==> config.mk <==
export PLATFORM = sky130hd
export DESIGN_NAME = mgcs_ctrl
export DESIGN_NICKNAME = d
export VERILOG_FILES = /design/src/rtl/core/mgcs_pkg.sv /design/src/rtl/core/mgcs_ctrl.sv
export SDC_FILE = /design/constraint.sdc
export NUM_CORES = 1
export LEC_CHECK = 0
export BUFFER_PORTS_ARGS = -buffer_cell sky130_fd_sc_hd__buf_2
export CORE_AREA = 2 2 39 41
export DETAILED_ROUTE_END_ITERATION = 12
export DIE_AREA = 0 0 41 43
export GPL_TIMING_DRIVEN = 0
export MAX_ROUTING_LAYER = met4
export PLACE_DENSITY = 0.82
export SETUP_SLACK_MARGIN = 0.15
export SLEW_MARGIN = 5
export SYNTH_ARGS = -nofsm -noshare
export SYNTH_HDL_FRONTEND = slang
export SYNTH_SLANG_ARGS = --single-unit
==> constraint.sdc <==
create_clock -name clock -period 2.22 [get_ports clock]
set_clock_uncertainty 0.15 [all_clocks]
set_input_delay 0.222 -clock clock [delete_from_list [all_inputs] [get_ports clock]]
set_output_delay 0.222 -clock clock [all_outputs]
set_load 0.02 [all_outputs]
==> src/rtl/core/mgcs_pkg.sv <==
// -----------------------------------------------------------------------------
// mgcs_pkg
// Types and constants shared by the staggered-grid cell stencil block.
// -----------------------------------------------------------------------------
package mgcs_pkg;

   localparam int VALUE_BITS   = 32;
   localparam int FRAC_BITS    = 16;
   localparam int POS_BITS     = 6;
   localparam int CELL_BITS    = 6;
   localparam int INV_BITS     = 32;
   localparam int DIFF_BITS    = VALUE_BITS + 1;
   localparam int PROD_BITS    = DIFF_BITS + INV_BITS;
   localparam int ACC_BITS     = PROD_BITS - FRAC_BITS + 3;
   localparam int READ_STEPS   = 10;
   localparam int PAIRS        = READ_STEPS / 2;
   localparam int MUL_STEPS    = 3;
   localparam int FLUSH_CYCLES = 2;
   localparam int STEP_BITS    = 4;
   localparam int LANES        = 3;
   localparam int CSR_ADDR_BITS = 5;
   localparam int CSR_DATA_BITS = 32;

   localparam logic       KIND_WRITE = 1'b0;
   localparam logic       KIND_QUERY = 1'b1;
   localparam logic [1:0] COMP_U     = 2'd0;
   localparam logic [1:0] COMP_V     = 2'd1;
   localparam logic [1:0] COMP_W     = 2'd2;

   localparam logic [1:0] TERM_DIV   = 2'd0;
   localparam logic [1:0] TERM_CURL_A = 2'd1;
   localparam logic [1:0] TERM_CURL_B = 2'd2;

   typedef enum logic [2:0] {
      REG_CELLS_X = 3'd0,
      REG_CELLS_Y = 3'd1,
      REG_CELLS_Z = 3'd2,
      REG_INV_X   = 3'd3,
      REG_INV_Y   = 3'd4,
      REG_INV_Z   = 3'd5
   } csr_reg_type;

   typedef enum logic [2:0] {
      ST_IDLE,
      ST_READ,
      ST_SETTLE,
      ST_MULT,
      ST_FLUSH,
      ST_EMIT
   } state_type;

   typedef struct packed {
      logic [0:0]                   kind;
      logic [1:0]                   component;
      logic [POS_BITS-1:0]          pos_x;
      logic [POS_BITS-1:0]          pos_y;
      logic [POS_BITS-1:0]          pos_z;
      logic signed [VALUE_BITS-1:0] face_value;
   } req_type;

   typedef struct packed {
      logic signed [VALUE_BITS-1:0] center_u;
      logic signed [VALUE_BITS-1:0] center_v;
      logic signed [VALUE_BITS-1:0] center_w;
      logic signed [VALUE_BITS-1:0] div_value;
      logic signed [VALUE_BITS-1:0] curl_x;
      logic signed [VALUE_BITS-1:0] curl_y;
      logic signed [VALUE_BITS-1:0] curl_z;
      logic [0:0]                   bad_index;
   } rsp_type;

   typedef struct packed {
      logic [CELL_BITS-1:0] cells_x;
      logic [CELL_BITS-1:0] cells_y;
      logic [CELL_BITS-1:0] cells_z;
      logic [INV_BITS-1:0]  inv_spacing_x;
      logic [INV_BITS-1:0]  inv_spacing_y;
      logic [INV_BITS-1:0]  inv_spacing_z;
   } cfg_type;

   typedef struct packed {
      logic                 take;
      logic                 start;
      logic                 rd_vld;
      logic [STEP_BITS-1:0] rd_step;
      logic                 mul_vld;
      logic [1:0]           mul_step;
      logic                 emit;
   } cmd_type;

   typedef struct packed {
      logic is_query;
      logic query_ok;
      logic out_blocked;
   } status_type;

endpackage

==> src/rtl/core/mgcs_ctrl.sv <==
// -----------------------------------------------------------------------------
// mgcs_ctrl
// Sequencer: read slots, multiply slots, flush and result hand-off.
// -----------------------------------------------------------------------------
module mgcs_ctrl
   import mgcs_pkg::*;
(
   input  logic       clock,
   input  logic       reset,
   input  logic       req_valid,
   input  status_type status,
   output cmd_type    cmd,
   output logic       req_stall
);

   state_type            state_ff, state_in;
   logic [STEP_BITS-1:0] cnt_ff, cnt_in;

   always_ff @(posedge clock) begin
      if (reset) begin
         state_ff <= ST_IDLE;
         cnt_ff   <= '0;
      end else begin
         state_ff <= state_in;
         cnt_ff   <= cnt_in;
      end
   end

   always_comb begin
      state_in = state_ff;
      cnt_in   = cnt_ff;
      cmd      = '0;
      unique case (state_ff)
         ST_IDLE: begin
            cmd.take = req_valid;
            if (req_valid && status.is_query) begin
               cmd.start = 1'b1;
               cnt_in    = '0;
               state_in  = status.query_ok ? ST_READ : ST_EMIT;
            end
         end
         ST_READ: begin
            cmd.rd_vld  = 1'b1;
            cmd.rd_step = cnt_ff;
            if (cnt_ff == STEP_BITS'(READ_STEPS - 1)) begin
               cnt_in   = '0;
               state_in = ST_SETTLE;
            end else begin
               cnt_in = cnt_ff + 1'b1;
            end
         end
         ST_SETTLE: begin
            state_in = ST_MULT;
         end
         ST_MULT: begin
            cmd.mul_vld  = 1'b1;
            cmd.mul_step = cnt_ff[1:0];
            if (cnt_ff == STEP_BITS'(MUL_STEPS - 1)) begin
               cnt_in   = '0;
               state_in = ST_FLUSH;
            end else begin
               cnt_in = cnt_ff + 1'b1;
            end
         end
         ST_FLUSH: begin
            if (cnt_ff == STEP_BITS'(FLUSH_CYCLES - 1)) begin
               cnt_in   = '0;
               state_in = ST_EMIT;
            end else begin
               cnt_in = cnt_ff + 1'b1;
            end
         end
         ST_EMIT: begin
            if (!status.out_blocked) begin
               cmd.emit = 1'b1;
               state_in = ST_IDLE;
            end
         end
         default: begin
            state_in = ST_IDLE;
         end
      endcase
   end

   assign req_stall = (state_ff != ST_IDLE);

endmodule

==> metrics.csv, run 1 <==
stage,metric,value,unit
status,outcome,"finished, final reports clean",
route,DR pass1 iterations,4,
global_routing,grt ovf,0,
floorplan,die width,41,um
power_and_ir_drop,sw frac,0.3567,
clock_network,# H-tree levels,1,
clock_network,Post-CTS Hold Buffers,0,
floorplan,core area,1384,um2
synthesis,top-area cell type share of the netlist area,0.2393,
floorplan,Rows,14,
clock_network,Clock Tree Buf Depth,2,
route,DR WL met2,673,um
power_and_ir_drop,Pwr Total,421.4,uW
place,port bufs,17,
synthesis,yosys synthesis warning count,0,
layout,synth-to-layout area growth,24.15,%
power_and_ir_drop,internal power,271.1,uW
clock_network,# Post-CTS Setup Buffers,0,
power_and_ir_drop,Reg power frac,0.361,
run,Max Cap Viol,0,
worst_setup_path,crit path kind,register to register,
sta,Max Slew Vio Count,0,
worst_setup_path,Slowest cell on crit path,dfxtp_1,
worst_setup_path,CP required,2210,ps
worst_setup_path,Worst Path Arrival,1920,ps
route,drt initial violations,14,
clock_network,Resized cells post-CTS,0,
sta,post-layout min period,1927,ps
route,met3 wire length,67,um
synthesis,post-synthesis sequential area ratio,0.2393,
layout,ratio of cells with drive above 1 in the final layout,0.2959,
route,routed length on met1,614,um
place,dpl cell area,690.7,um2
synthesis,Async SR Flop Fraction,0,
synthesis,"top cells by area, synth","dfxtp_1, nor3_1, ha_1, a211oi_1, nor2_1",
power_and_ir_drop,Worst VDD drop,0.4700,mV
layout,post-route cell area,726.9,um2
synthesis,"Top FF cell, synth",dfxtp_1,
worst_setup_path,Worst Setup Start Kind,register,
synthesis,Synth Instances,77,
power_and_ir_drop,combinational share of power,0.384,
global_routing,vias in the first global route,523,
sta,Slew @ Worst Pin,502.5,ps
sta,Final Hold Viols,0,
sta,# setup viols final,0,
sta,Final Cycle Share,0.8682,
route,wire length per cell,11.89,um
sta,Fin Setup TNS,0,ps
route,drc violations,0,
hold_path,hold crit path type,input port to register,
power_and_ir_drop,Pleak,0.3139,nW
layout,Final nets,108,
synthesis,number of flops mapped to enable cells by yosys,0,
place,Post-DP HPWL,1.028,mm
clock_network,CTS Buf Count,3,
sta,max_slew headroom,0.6643,
synthesis,cell taking the most area after synthesis,dfxtp_1,
place,Final GP Congestion,0.8024,
route,post-route ant nets,0,
route,DR vias,632,
global_routing,gr usage total,0.1753,
worst_setup_path,CP Cell Sequence,inv_1 -> ha_1 -> nor3b_1 -> a211oi_4 -> a211oi_1 -> nor4_1,
clock_network,clock latency on the worst-skew pair,240,ps
route,vias per cell,5.544,
clock_network,CTS tree,built,
synthesis,commonest cells in the synthesized netlist,"nor2_1, nor3_1, dfxtp_1",
synthesis,syn nets,86,
synthesis,Yosys cell types,31,
sta,Max Clock Freq,518.8,MHz
floorplan,starting density of the core,0.4231,
layout,Filler Cell Count,138,
floorplan,full die area,1763,um2
power_and_ir_drop,P_sw,150.3,uW
synthesis,synthesized area,585.6,um2
synthesis,Post-Syn Area per Cell,7.605,um2
clock_network,"Reg clk slew, reported paths",50,ps
route,Detailed Route WL,1.355,mm
sta,unrepaired setup endpoints after global routing,no,
worst_setup_path,CP peak stage delay,440,ps
floorplan,I/O pin count,18,
route,Top Metal Used,met3,
power_and_ir_drop,P per Cell Area,579.7,nW/um2
global_routing,largest net degree at the start of global routing,11,
global_routing,initial antenna violation count,0,
sta,worst hold margin,94.13,ps
worst_setup_path,critical path capture point type,register,
global_routing,first-pass GRT wire length,2.097,mm
power_and_ir_drop,Clk network pwr share,0.255,
floorplan,Die Height,43,um
layout,ANT cells,0,
clock_network,CTS Sinks,7,
clock_network,root buf cell,clkbuf_4,
worst_setup_path,maximum fanout along the worst path,7,
synthesis,"FF+latch count, synth",7,
final cells by class:
cell class | instances | area [um2] | share of cell area
Sequential cell | 7 | 141.4 | 0.1945
Tap cell | 16 | 20.02 | 0.02754
Buffer | 5 | 28.78 | 0.03959
Multi-Input combinational cell | 60 | 406.6 | 0.5594
Timing Repair Buffer | 17 | 85.08 | 0.1170
Clock buffer | 4 | 26.28 | 0.03614
Inverter | 5 | 18.77 | 0.02582
through the flow:
stage / setup slack, ps / cells / util
floorplan: 465.2 / 77 / -
CTS: 198.0 / 114 / 0.5181
global placement: 286.1 / 110 / 0.4991
detailed placement: 203.3 / 110 / 0.4991
finish: 292.5 / 114 / 0.5253
global route: 166.6 / 114 / 0.5253
metal layers:
| metal | track usage | up-vias |
|---|---|---|
| li1 | - | 322 |
| met1 | 0.2071 | 298 |
| met2 | 0.2844 | 12 |
| met3 | 0.07853 | 0 |
| met4 | 0 | 0 |
| met5 | - | - |
flip-flops by register name, summed over array words and instances (netlist names):
| signal | flops |
|---|---|
| cnt_ff | 4 |
| state_ff | 3 |
cells in the final DEF (no fill, tap or decap), types with 2 or more instances in the layout:
master / n
a211oi_1: 4
a21oi_1: 5
a31oi_1: 2
and3_1: 2
buf_2: 19
buf_4: 2
clkbuf_1: 2
clkbuf_4: 3
dfxtp_1: 6
ha_1: 3
inv_1: 5
nand2_1: 6
nand2b_1: 2
nor2_1: 8
nor3_1: 8
nor4_1: 2
o21ai_0: 3
kinds of logic (layout without fill, tap and decap cells):
group           after synthesis  in the layout  share of synthesized area
simple gates                 38             38                     0.3782
compound gates               18             18                     0.2201
buf+inv                      10             31                    0.08119
flops                         7              7                     0.2393
fa+ha+maj                     3              3                    0.06411
mux                           1              1                    0.01709
worst max-delay path, delay by kind of cell, from the launching register on:
kind	cells	cell delay, ps
and+or+nand+nor	2	450
DFF	1	440
AOI/OAI and AO/OA	2	440
adders and majority gates	1	230
buffers and inverters	1	120
path summary, 6_finish.rpt:
check / start / to / slack [ps] / cells after the start
setup / recovery: cnt_ff[0]$_SDFFE_PP0P_ / cnt_ff[3]$_SDFFE_PP0P_ / 290 / 6
hold / removal: reset / cnt_ff[1]$_SDFFE_PP0P_ / 90 / 2
setup reg to reg: cnt_ff[0]$_SDFFE_PP0P_ / cnt_ff[3]$_SDFFE_PP0P_ / 290 / 6
hold reg to reg: cnt_ff[1]$_SDFFE_PP0P_ / cnt_ff[1]$_SDFFE_PP0P_ / 370 / 2
power by group through the flow:
| stage | registers, mW | logic, mW | clock network, mW |
|---|---|---|---|
| final | 0.152 | 0.162 | 0.107 |
| after global routing | 0.154 | 0.179 | 0.124 |
| after CTS | 0.150 | 0.159 | 0.113 |
| after detailed placement | 0.153 | 0.158 | 0 |
| after global placement | 0.152 | 0.154 | 0 |
| after floorplan | 0.149 | 0.119 | 0 |
(Power assumes the default switching activity.)
==> run 2: changes to the inputs <==
--- a/config.mk
+++ b/config.mk
@@ -11,9 +11,8 @@
 export DIE_AREA = 0 0 41 43
 export GPL_TIMING_DRIVEN = 0
 export MAX_ROUTING_LAYER = met4
-export PLACE_DENSITY = 0.82
+export PLACE_DENSITY_LB_ADDON = 0.3
 export SETUP_SLACK_MARGIN = 0.15
-export SLEW_MARGIN = 5
 export SYNTH_ARGS = -nofsm -noshare
 export SYNTH_HDL_FRONTEND = slang
 export SYNTH_SLANG_ARGS = --single-unit
==> metrics.csv, run 2 (synthesis results as in run 1) <==
stage,metric,value,unit,change
sta,Slew @ Worst Pin,486.7,ps,-15.85 ps
sta,post-layout min period,1933,ps,+5.051 ps
global_routing,largest net degree at the start of global routing,11,,unchanged
route,routed length on met1,590,um,-3.9%
power_and_ir_drop,Pleak,0.3137,nW,about the same
floorplan,Rows,14,,unchanged
global_routing,vias in the first global route,527,,+0.76%
place,Post-DP HPWL,1.085,mm,+5.6%
route,post-route ant nets,0,,unchanged
worst_setup_path,CP required,2220,ps,about the same
floorplan,full die area,1763,um2,unchanged
sta,Max Slew Vio Count,0,,unchanged
layout,synth-to-layout area growth,24.15,%,unchanged
clock_network,# H-tree levels,1,,unchanged
layout,most frequent cells in the layout,"buf_2, nor2_1, nor3_1",,
route,wire length per cell,12.30,um,+3.5%
power_and_ir_drop,combinational share of power,0.381,,-0.003
route,DR WL met2,739,um,+9.8%
worst_setup_path,maximum fanout along the worst path,6,,-1
worst_setup_path,Reg2Reg Depth,6,,unchanged
layout,most flop-heavy register,cnt_ff,,
hold_path,HP Start,reset,,
clock_network,root buf cell,clkbuf_4,,
hold_path,hold path endpoint,cnt_ff[1]$_SDFFE_PP0P_,,
sta,Fin Setup TNS,0,ps,unchanged
sta,Final Hold Viols,0,,unchanged
layout,ratio of cells with drive above 1 in the final layout,0.2959,,unchanged
route,vias per cell,5.298,,-4.4%
route,met3 wire length,63,um,-6.0%
run,Max Cap Viol,0,,unchanged
clock_network,# Post-CTS Setup Buffers,0,,unchanged
worst_setup_path,CP peak stage delay,410,ps,-30 ps
place,port bufs,17,,unchanged
power_and_ir_drop,P_sw,158.4,uW,+5.4%
layout,Final nets,108,,unchanged
floorplan,starting density of the core,0.4231,,unchanged
clock_network,Post-CTS Hold Buffers,0,,unchanged
power_and_ir_drop,Worst VDD drop,0.4140,mV,-12%
global_routing,gr usage total,0.1887,,+0.01340
layout,"commonest non-fill, non-tap cell in the layout",buf_2,,
route,DR pass1 iterations,2,,-2
route,drc violations,0,,unchanged
power_and_ir_drop,sw frac,0.3679,,+0.01120
floorplan,I/O pin count,18,,unchanged
worst_setup_path,critical path capture point type,register,,
route,Detailed Route WL,1.402,mm,+3.5%
clock_network,CTS tree,built,,
global_routing,first-pass GRT wire length,2.173,mm,+3.6%
route,Top Metal Used,met4,,
global_routing,initial antenna violation count,0,,unchanged
worst_setup_path,CP Cell Sequence,inv_1 -> ha_1 -> nor3b_2 -> nor4b_4 -> a211oi_1 -> nor4_1,,
sta,max_slew headroom,0.6749,,+0.01059
route,DR vias,604,,-4.4%
worst_setup_path,flop-to-flop setup slack,290,ps,about the same
layout,final core utilization,0.5253,,unchanged
hold_path,hold crit path type,input port to register,,
route,drt initial violations,6,,-8
hold_path,Hold Path Cell Cnt,2,,unchanged
global_routing,grt ovf,0,,unchanged
power_and_ir_drop,Reg power frac,0.354,,-0.007
layout,ANT cells,0,,unchanged
floorplan,Die Height,43,um,unchanged
worst_setup_path,Slowest cell on crit path,dfxtp_1,,
power_and_ir_drop,internal power,272.2,uW,+0.39%
layout,biggest regs,"cnt_ff: 4 flops, state_ff: 3 flops",,
status,outcome,"finished, final reports clean",,
worst_setup_path,crit path kind,register to register,,
power_and_ir_drop,Clk network pwr share,0.266,,+0.011
clock_network,CTS Buf Count,3,,unchanged
layout,number of flip-flops in the largest register,4,,unchanged
worst_setup_path,startpoint of the worst register-to-register path,cnt_ff[1]$_SDFFE_PP0P_,,
floorplan,core area,1384,um2,unchanged
worst_setup_path,Worst Path Arrival,1930,ps,about the same
floorplan,die width,41,um,unchanged
worst_setup_path,R2R Path End,cnt_ff[3]$_SDFFE_PP0P_,,
sta,Max Clock Freq,517.5,MHz,-0.26%
sta,Final Cycle Share,0.8705,,+0.002275
clock_network,"Reg clk slew, reported paths",50,ps,about the same
sta,# setup viols final,0,,unchanged
place,Final GP Congestion,0.8097,,+0.91%
clock_network,Clock Tree Buf Depth,2,,unchanged
sta,unrepaired setup endpoints after global routing,no,,
clock_network,CTS Sinks,7,,unchanged
worst_setup_path,Worst Setup Start Kind,register,,
clock_network,clock latency on the worst-skew pair,250,ps,about the same
power_and_ir_drop,P per Cell Area,592.3,nW/um2,+2.2%
## run 2: cell counts in the layout (fill, tap and decap cells not counted)
No cell type changed its count.
## run 2: repair_timing
item | 4_1_cts | 5_1_grt
setup endpoints to repair | 0 | 5
gates resized for setup | 0 | 2
hold endpoints to repair | 0 | 0
## run 2: final cells by class
cell class / count / area [um2]
Fill cell: 147 / 656.9
Clock buffer: 4 / 26.28
Multi-Input combinational cell: 60 / 406.6
Timing Repair Buffer: 17 / 85.08
Tap cell: 16 / 20.02
Sequential cell: 7 / 141.4
Inverter: 5 / 18.77
Buffer: 5 / 28.78
## run 2: worst max path at each step
stage | startpoint | end | slack (ps) | cells past startpoint
2_1_floorplan | state_ff[1]$_SDFFE_PP0P_ | cmd[9] | 470 | 3
3_5_place_dp | cnt_ff[1]$_SDFFE_PP0P_ | cnt_ff[3]$_SDFFE_PP0P_ | 180 | 6
5_1_grt | state_ff[1]$_SDFFE_PP0P_ | cmd[1] | 180 | 4
6_report | cnt_ff[1]$_SDFFE_PP0P_ | cnt_ff[3]$_SDFFE_PP0P_ | 290 | 6
3_3_place_gp | cnt_ff[1]$_SDFFE_PP0P_ | cnt_ff[3]$_SDFFE_PP0P_ | 280 | 6
4_1_cts | cnt_ff[1]$_SDFFE_PP0P_ | cnt_ff[3]$_SDFFE_PP0P_ | 180 | 6
## run 2: critical path: cells and delay by family (launching register included)
kind	cells	cell delay (ps)
flip-flops	1	410
adder cells (fa/ha/maj)	1	230
buffers and inverters	1	110
AND/OR/NAND/NOR	3	850
AO/OA/AOI/OAI	1	90
## run 2: power groups by stage
stage / registers [mW] / logic, mW / clock network [mW]
final: 0.152 / 0.164 / 0.114
after global routing: 0.154 / 0.184 / 0.127
after CTS: 0.150 / 0.161 / 0.119
after detailed placement: 0.153 / 0.160 / 0
after global placement: 0.152 / 0.156 / 0
after floorplan: 0.149 / 0.119 / 0
## run 2: through the flow
step,cell area [um2],hold WS (ps),total power [mW],cells,setup slack (ps)
final,726.9,90.64,0.4306,114,287.5
after global routing,726.9,91.63,0.4652,114,175.3
after CTS,716.9,87.50,0.4300,114,178.9
after detailed placement,690.7,355.3,0.3131,110,181.0
after global placement,690.7,359.1,0.3079,110,278.7
after floorplan,585.6,141.4,0.2684,77,465.2
## run 2: routing by layer
metal	vias up	GRT usage
li1	320	-
met1	272	0.2039
met2	10	0.3000
met3	2	0.07853
met4	0	0.06000
met5	-	-
==> run 3: changes to the inputs <==
--- a/config.mk
+++ b/config.mk
@@ -6,9 +6,11 @@
 export NUM_CORES = 1
 export LEC_CHECK = 0
 export BUFFER_PORTS_ARGS = -buffer_cell sky130_fd_sc_hd__buf_2
-export CORE_AREA = 2 2 39 41
+export CELL_PAD_IN_SITES_DETAIL_PLACEMENT = 1
+export CELL_PAD_IN_SITES_GLOBAL_PLACEMENT = 1
+export CORE_MARGIN = 8
+export CORE_UTILIZATION = 34
 export DETAILED_ROUTE_END_ITERATION = 12
-export DIE_AREA = 0 0 41 43
 export GPL_TIMING_DRIVEN = 0
 export MAX_ROUTING_LAYER = met4
 export PLACE_DENSITY_LB_ADDON = 0.3
@@ -16,3 +18,4 @@
 export SYNTH_ARGS = -nofsm -noshare
 export SYNTH_HDL_FRONTEND = slang
 export SYNTH_SLANG_ARGS = --single-unit
+export TNS_END_PERCENT = 5
==> metrics.csv, run 3 (synthesis results as in run 1) <==
stage,metric,value,unit,change
status,outcome,"finished, final reports clean",,
worst_setup_path,startpoint of the worst register-to-register path,cnt_ff[1]$_SDFFE_PP0P_,,
floorplan,full die area,3306,um2,+88%
sta,Final Cycle Share,0.8933,,+0.02282
layout,fin cells,115,,+0.88%
route,drc violations,0,,unchanged
layout,final core utilization,0.4390,,-0.08637
hold_path,HP Start,reset,,
clock_network,CTS Buf Count,3,,unchanged
worst_setup_path,flop-to-flop setup slack,250,ps,-40 ps
sta,# setup viols final,0,,unchanged
route,drt initial violations,6,,unchanged
sta,unrepaired setup endpoints after global routing,yes,,
route,post-route ant nets,0,,unchanged
clock_network,# Post-CTS Setup Buffers,0,,unchanged
layout,biggest regs,"cnt_ff: 4 flops, state_ff: 3 flops",,
sta,Max Slew Vio Count,0,,unchanged
floorplan,die width,57.50,um,+40%
sta,max_slew headroom,0.7438,,+0.06896
floorplan,I/O pin count,18,,unchanged
clock_network,CTS tree,built,,
run,Max Cap Viol,0,,unchanged
place,Final GP Congestion,0.7795,,-3.7%
route,Detailed Route WL,1.873,mm,+34%
floorplan,Die Height,57.50,um,+34%
power_and_ir_drop,Pwr Total,448.6,uW,+4.2%
layout,synth-to-layout area growth,25.21,%,
global_routing,initial antenna violation count,0,,unchanged
sta,Final Hold Viols,0,,unchanged
route,DR vias,636,,+5.3%
global_routing,vias in the first global route,648,,+23%
worst_setup_path,Worst Path Arrival,1610,ps,-320 ps
layout,ratio of cells with drive above 1 in the final layout,0.3061,,+0.01020
clock_network,"Reg clk slew, reported paths",70,ps,+20 ps
sta,Fin Setup TNS,0,ps,unchanged
worst_setup_path,R2R Path End,cnt_ff[3]$_SDFFE_PP0P_,,
global_routing,gr usage total,0.1231,,-0.06559
global_routing,grt ovf,0,,unchanged
power_and_ir_drop,Worst VDD drop,0.3707,mV,-10%
sta,Slew @ Worst Pin,378.8,ps,-107.8 ps
worst_setup_path,Worst Setup Start Kind,register,,
worst_setup_path,maximum fanout along the worst path,10,,+4
sta,Max Clock Freq,504.2,MHz,-2.6%
place,cell total after placement,111,,+0.91%
worst_setup_path,critical path capture point type,output port,,
global_routing,largest net degree at the start of global routing,11,,unchanged
layout,Final nets,108,,unchanged
clock_network,CTS Sinks,7,,unchanged
layout,"commonest non-fill, non-tap cell in the layout",buf_2,,
layout,ANT cells,0,,unchanged
hold_path,hold crit path type,input port to register,,
floorplan,core area,1670,um2,+21%
global_routing,first-pass GRT wire length,3.153,mm,+45%
power_and_ir_drop,P per Cell Area,611.8,nW/um2,+3.3%
route,DR pass1 iterations,4,,+2
clock_network,# H-tree levels,1,,unchanged
floorplan,starting density of the core,0.3506,,-0.07258
layout,most frequent cells in the layout,"buf_2, nor2_1, nor3_1",,
worst_setup_path,CP required,1850,ps,-370 ps
floorplan,Rows,15,,+1
clock_network,root buf cell,clkbuf_4,,
route,vias per cell,5.530,,+4.4%
worst_setup_path,Reg2Reg Depth,6,,unchanged
clock_network,Clock Tree Buf Depth,2,,unchanged
layout,most flop-heavy register,cnt_ff,,
worst_setup_path,crit path kind,register to output port,,
route,wire length per cell,16.29,um,+32%
place,Post-DP HPWL,1.411,mm,+30%
sta,post-layout min period,1983,ps,+50.65 ps
layout,number of flip-flops in the largest register,4,,unchanged
power_and_ir_drop,Pleak,0.3213,nW,+2.4%
clock_network,clock latency on the worst-skew pair,260,ps,about the same
hold_path,Hold Path Cell Cnt,2,,unchanged
hold_path,hold path endpoint,cnt_ff[1]$_SDFFE_PP0P_,,
place,port bufs,17,,unchanged
-- run 3: cell count changes in the layout (fill, tap and decap cells not counted) --
cell / change
dfxtp_2: -1
clkbuf_2: +1
nor3b_1: -1
nor3b_2: +1
dfxtp_1: +1
clkbuf_1: -1
-- run 3: how the worst max path moves through the flow --
stage | from | end | slack [ps] | cells after the start
floorplan | state_ff[1]$_SDFFE_PP0P_ | cmd[9] | 470 | 3
global placement | cnt_ff[1]$_SDFFE_PP0P_ | cnt_ff[3]$_SDFFE_PP0P_ | 250 | 6
detailed placement | cnt_ff[1]$_SDFFE_PP0P_ | cnt_ff[3]$_SDFFE_PP0P_ | 180 | 6
CTS | cnt_ff[1]$_SDFFE_PP0P_ | cnt_ff[3]$_SDFFE_PP0P_ | 170 | 6
global route | cnt_ff[0]$_SDFFE_PP0P_ | cnt_ff[2]$_SDFFE_PP0P_ | 120 | 6
finish | state_ff[1]$_SDFFE_PP0P_ | cmd[1] | 240 | 4
-- run 3: worst max-delay path: stages, from the launching register on --
cell     delay [ps]
dfxtp_1         530
buf_2           280
inv_1           150
nor3_1          190
buf_2           190
-- run 3: metrics by stage --
step | hold slack (ps) | area (um2) | setup WS (ps)
2_1_floorplan | 141.4 | 585.6 | 465.2
3_3_place_gp | 366.6 | 691.9 | 246.1
3_5_place_dp | 377.1 | 691.9 | 179.0
4_1_cts | 103.2 | 718.2 | 173.1
5_1_grt | 114.9 | 733.2 | 118.2
6_report | 97.10 | 733.2 | 236.8
-- run 3: final cells by class --
class	count	area [um2]
Buffer	5	30.03
Clock buffer	4	26.28
Fill cell	223	937.1
Inverter	5	18.77
Multi-Input combinational cell	60	411.6
Sequential cell	7	140.1
Tap cell	17	21.27
Timing Repair Buffer	17	85.08
-- run 3: timing repair --
action,4_1_cts,5_1_grt
endpoints found under the setup margin,0,5
hold buffers,0,0
gates resized for setup,0,4
-- run 3: layer usage --
metal  vias to the layer above  GRT usage  routed length [um]  part of all wire
li1                        322          -                   -                 -
met3                         2    0.04260                 111             0.059
met4                         0    0.03571                  10            0.0053
met5                         -          -                   0                 0
met1                       302     0.1318                 771              0.41
met2                        10     0.2090                 980              0.52
-- run 3: report_power, final --
| group | total, mW | switching, mW | internal (mW) |
|---|---|---|---|
| Combinational | 0.169 | 0.102 | 0.0676 |
| Sequential | 0.151 | 0.0157 | 0.136 |
| Clock | 0.128 | 0.0585 | 0.0692 |
| Total | 0.449 | 0.176 | 0.273 |
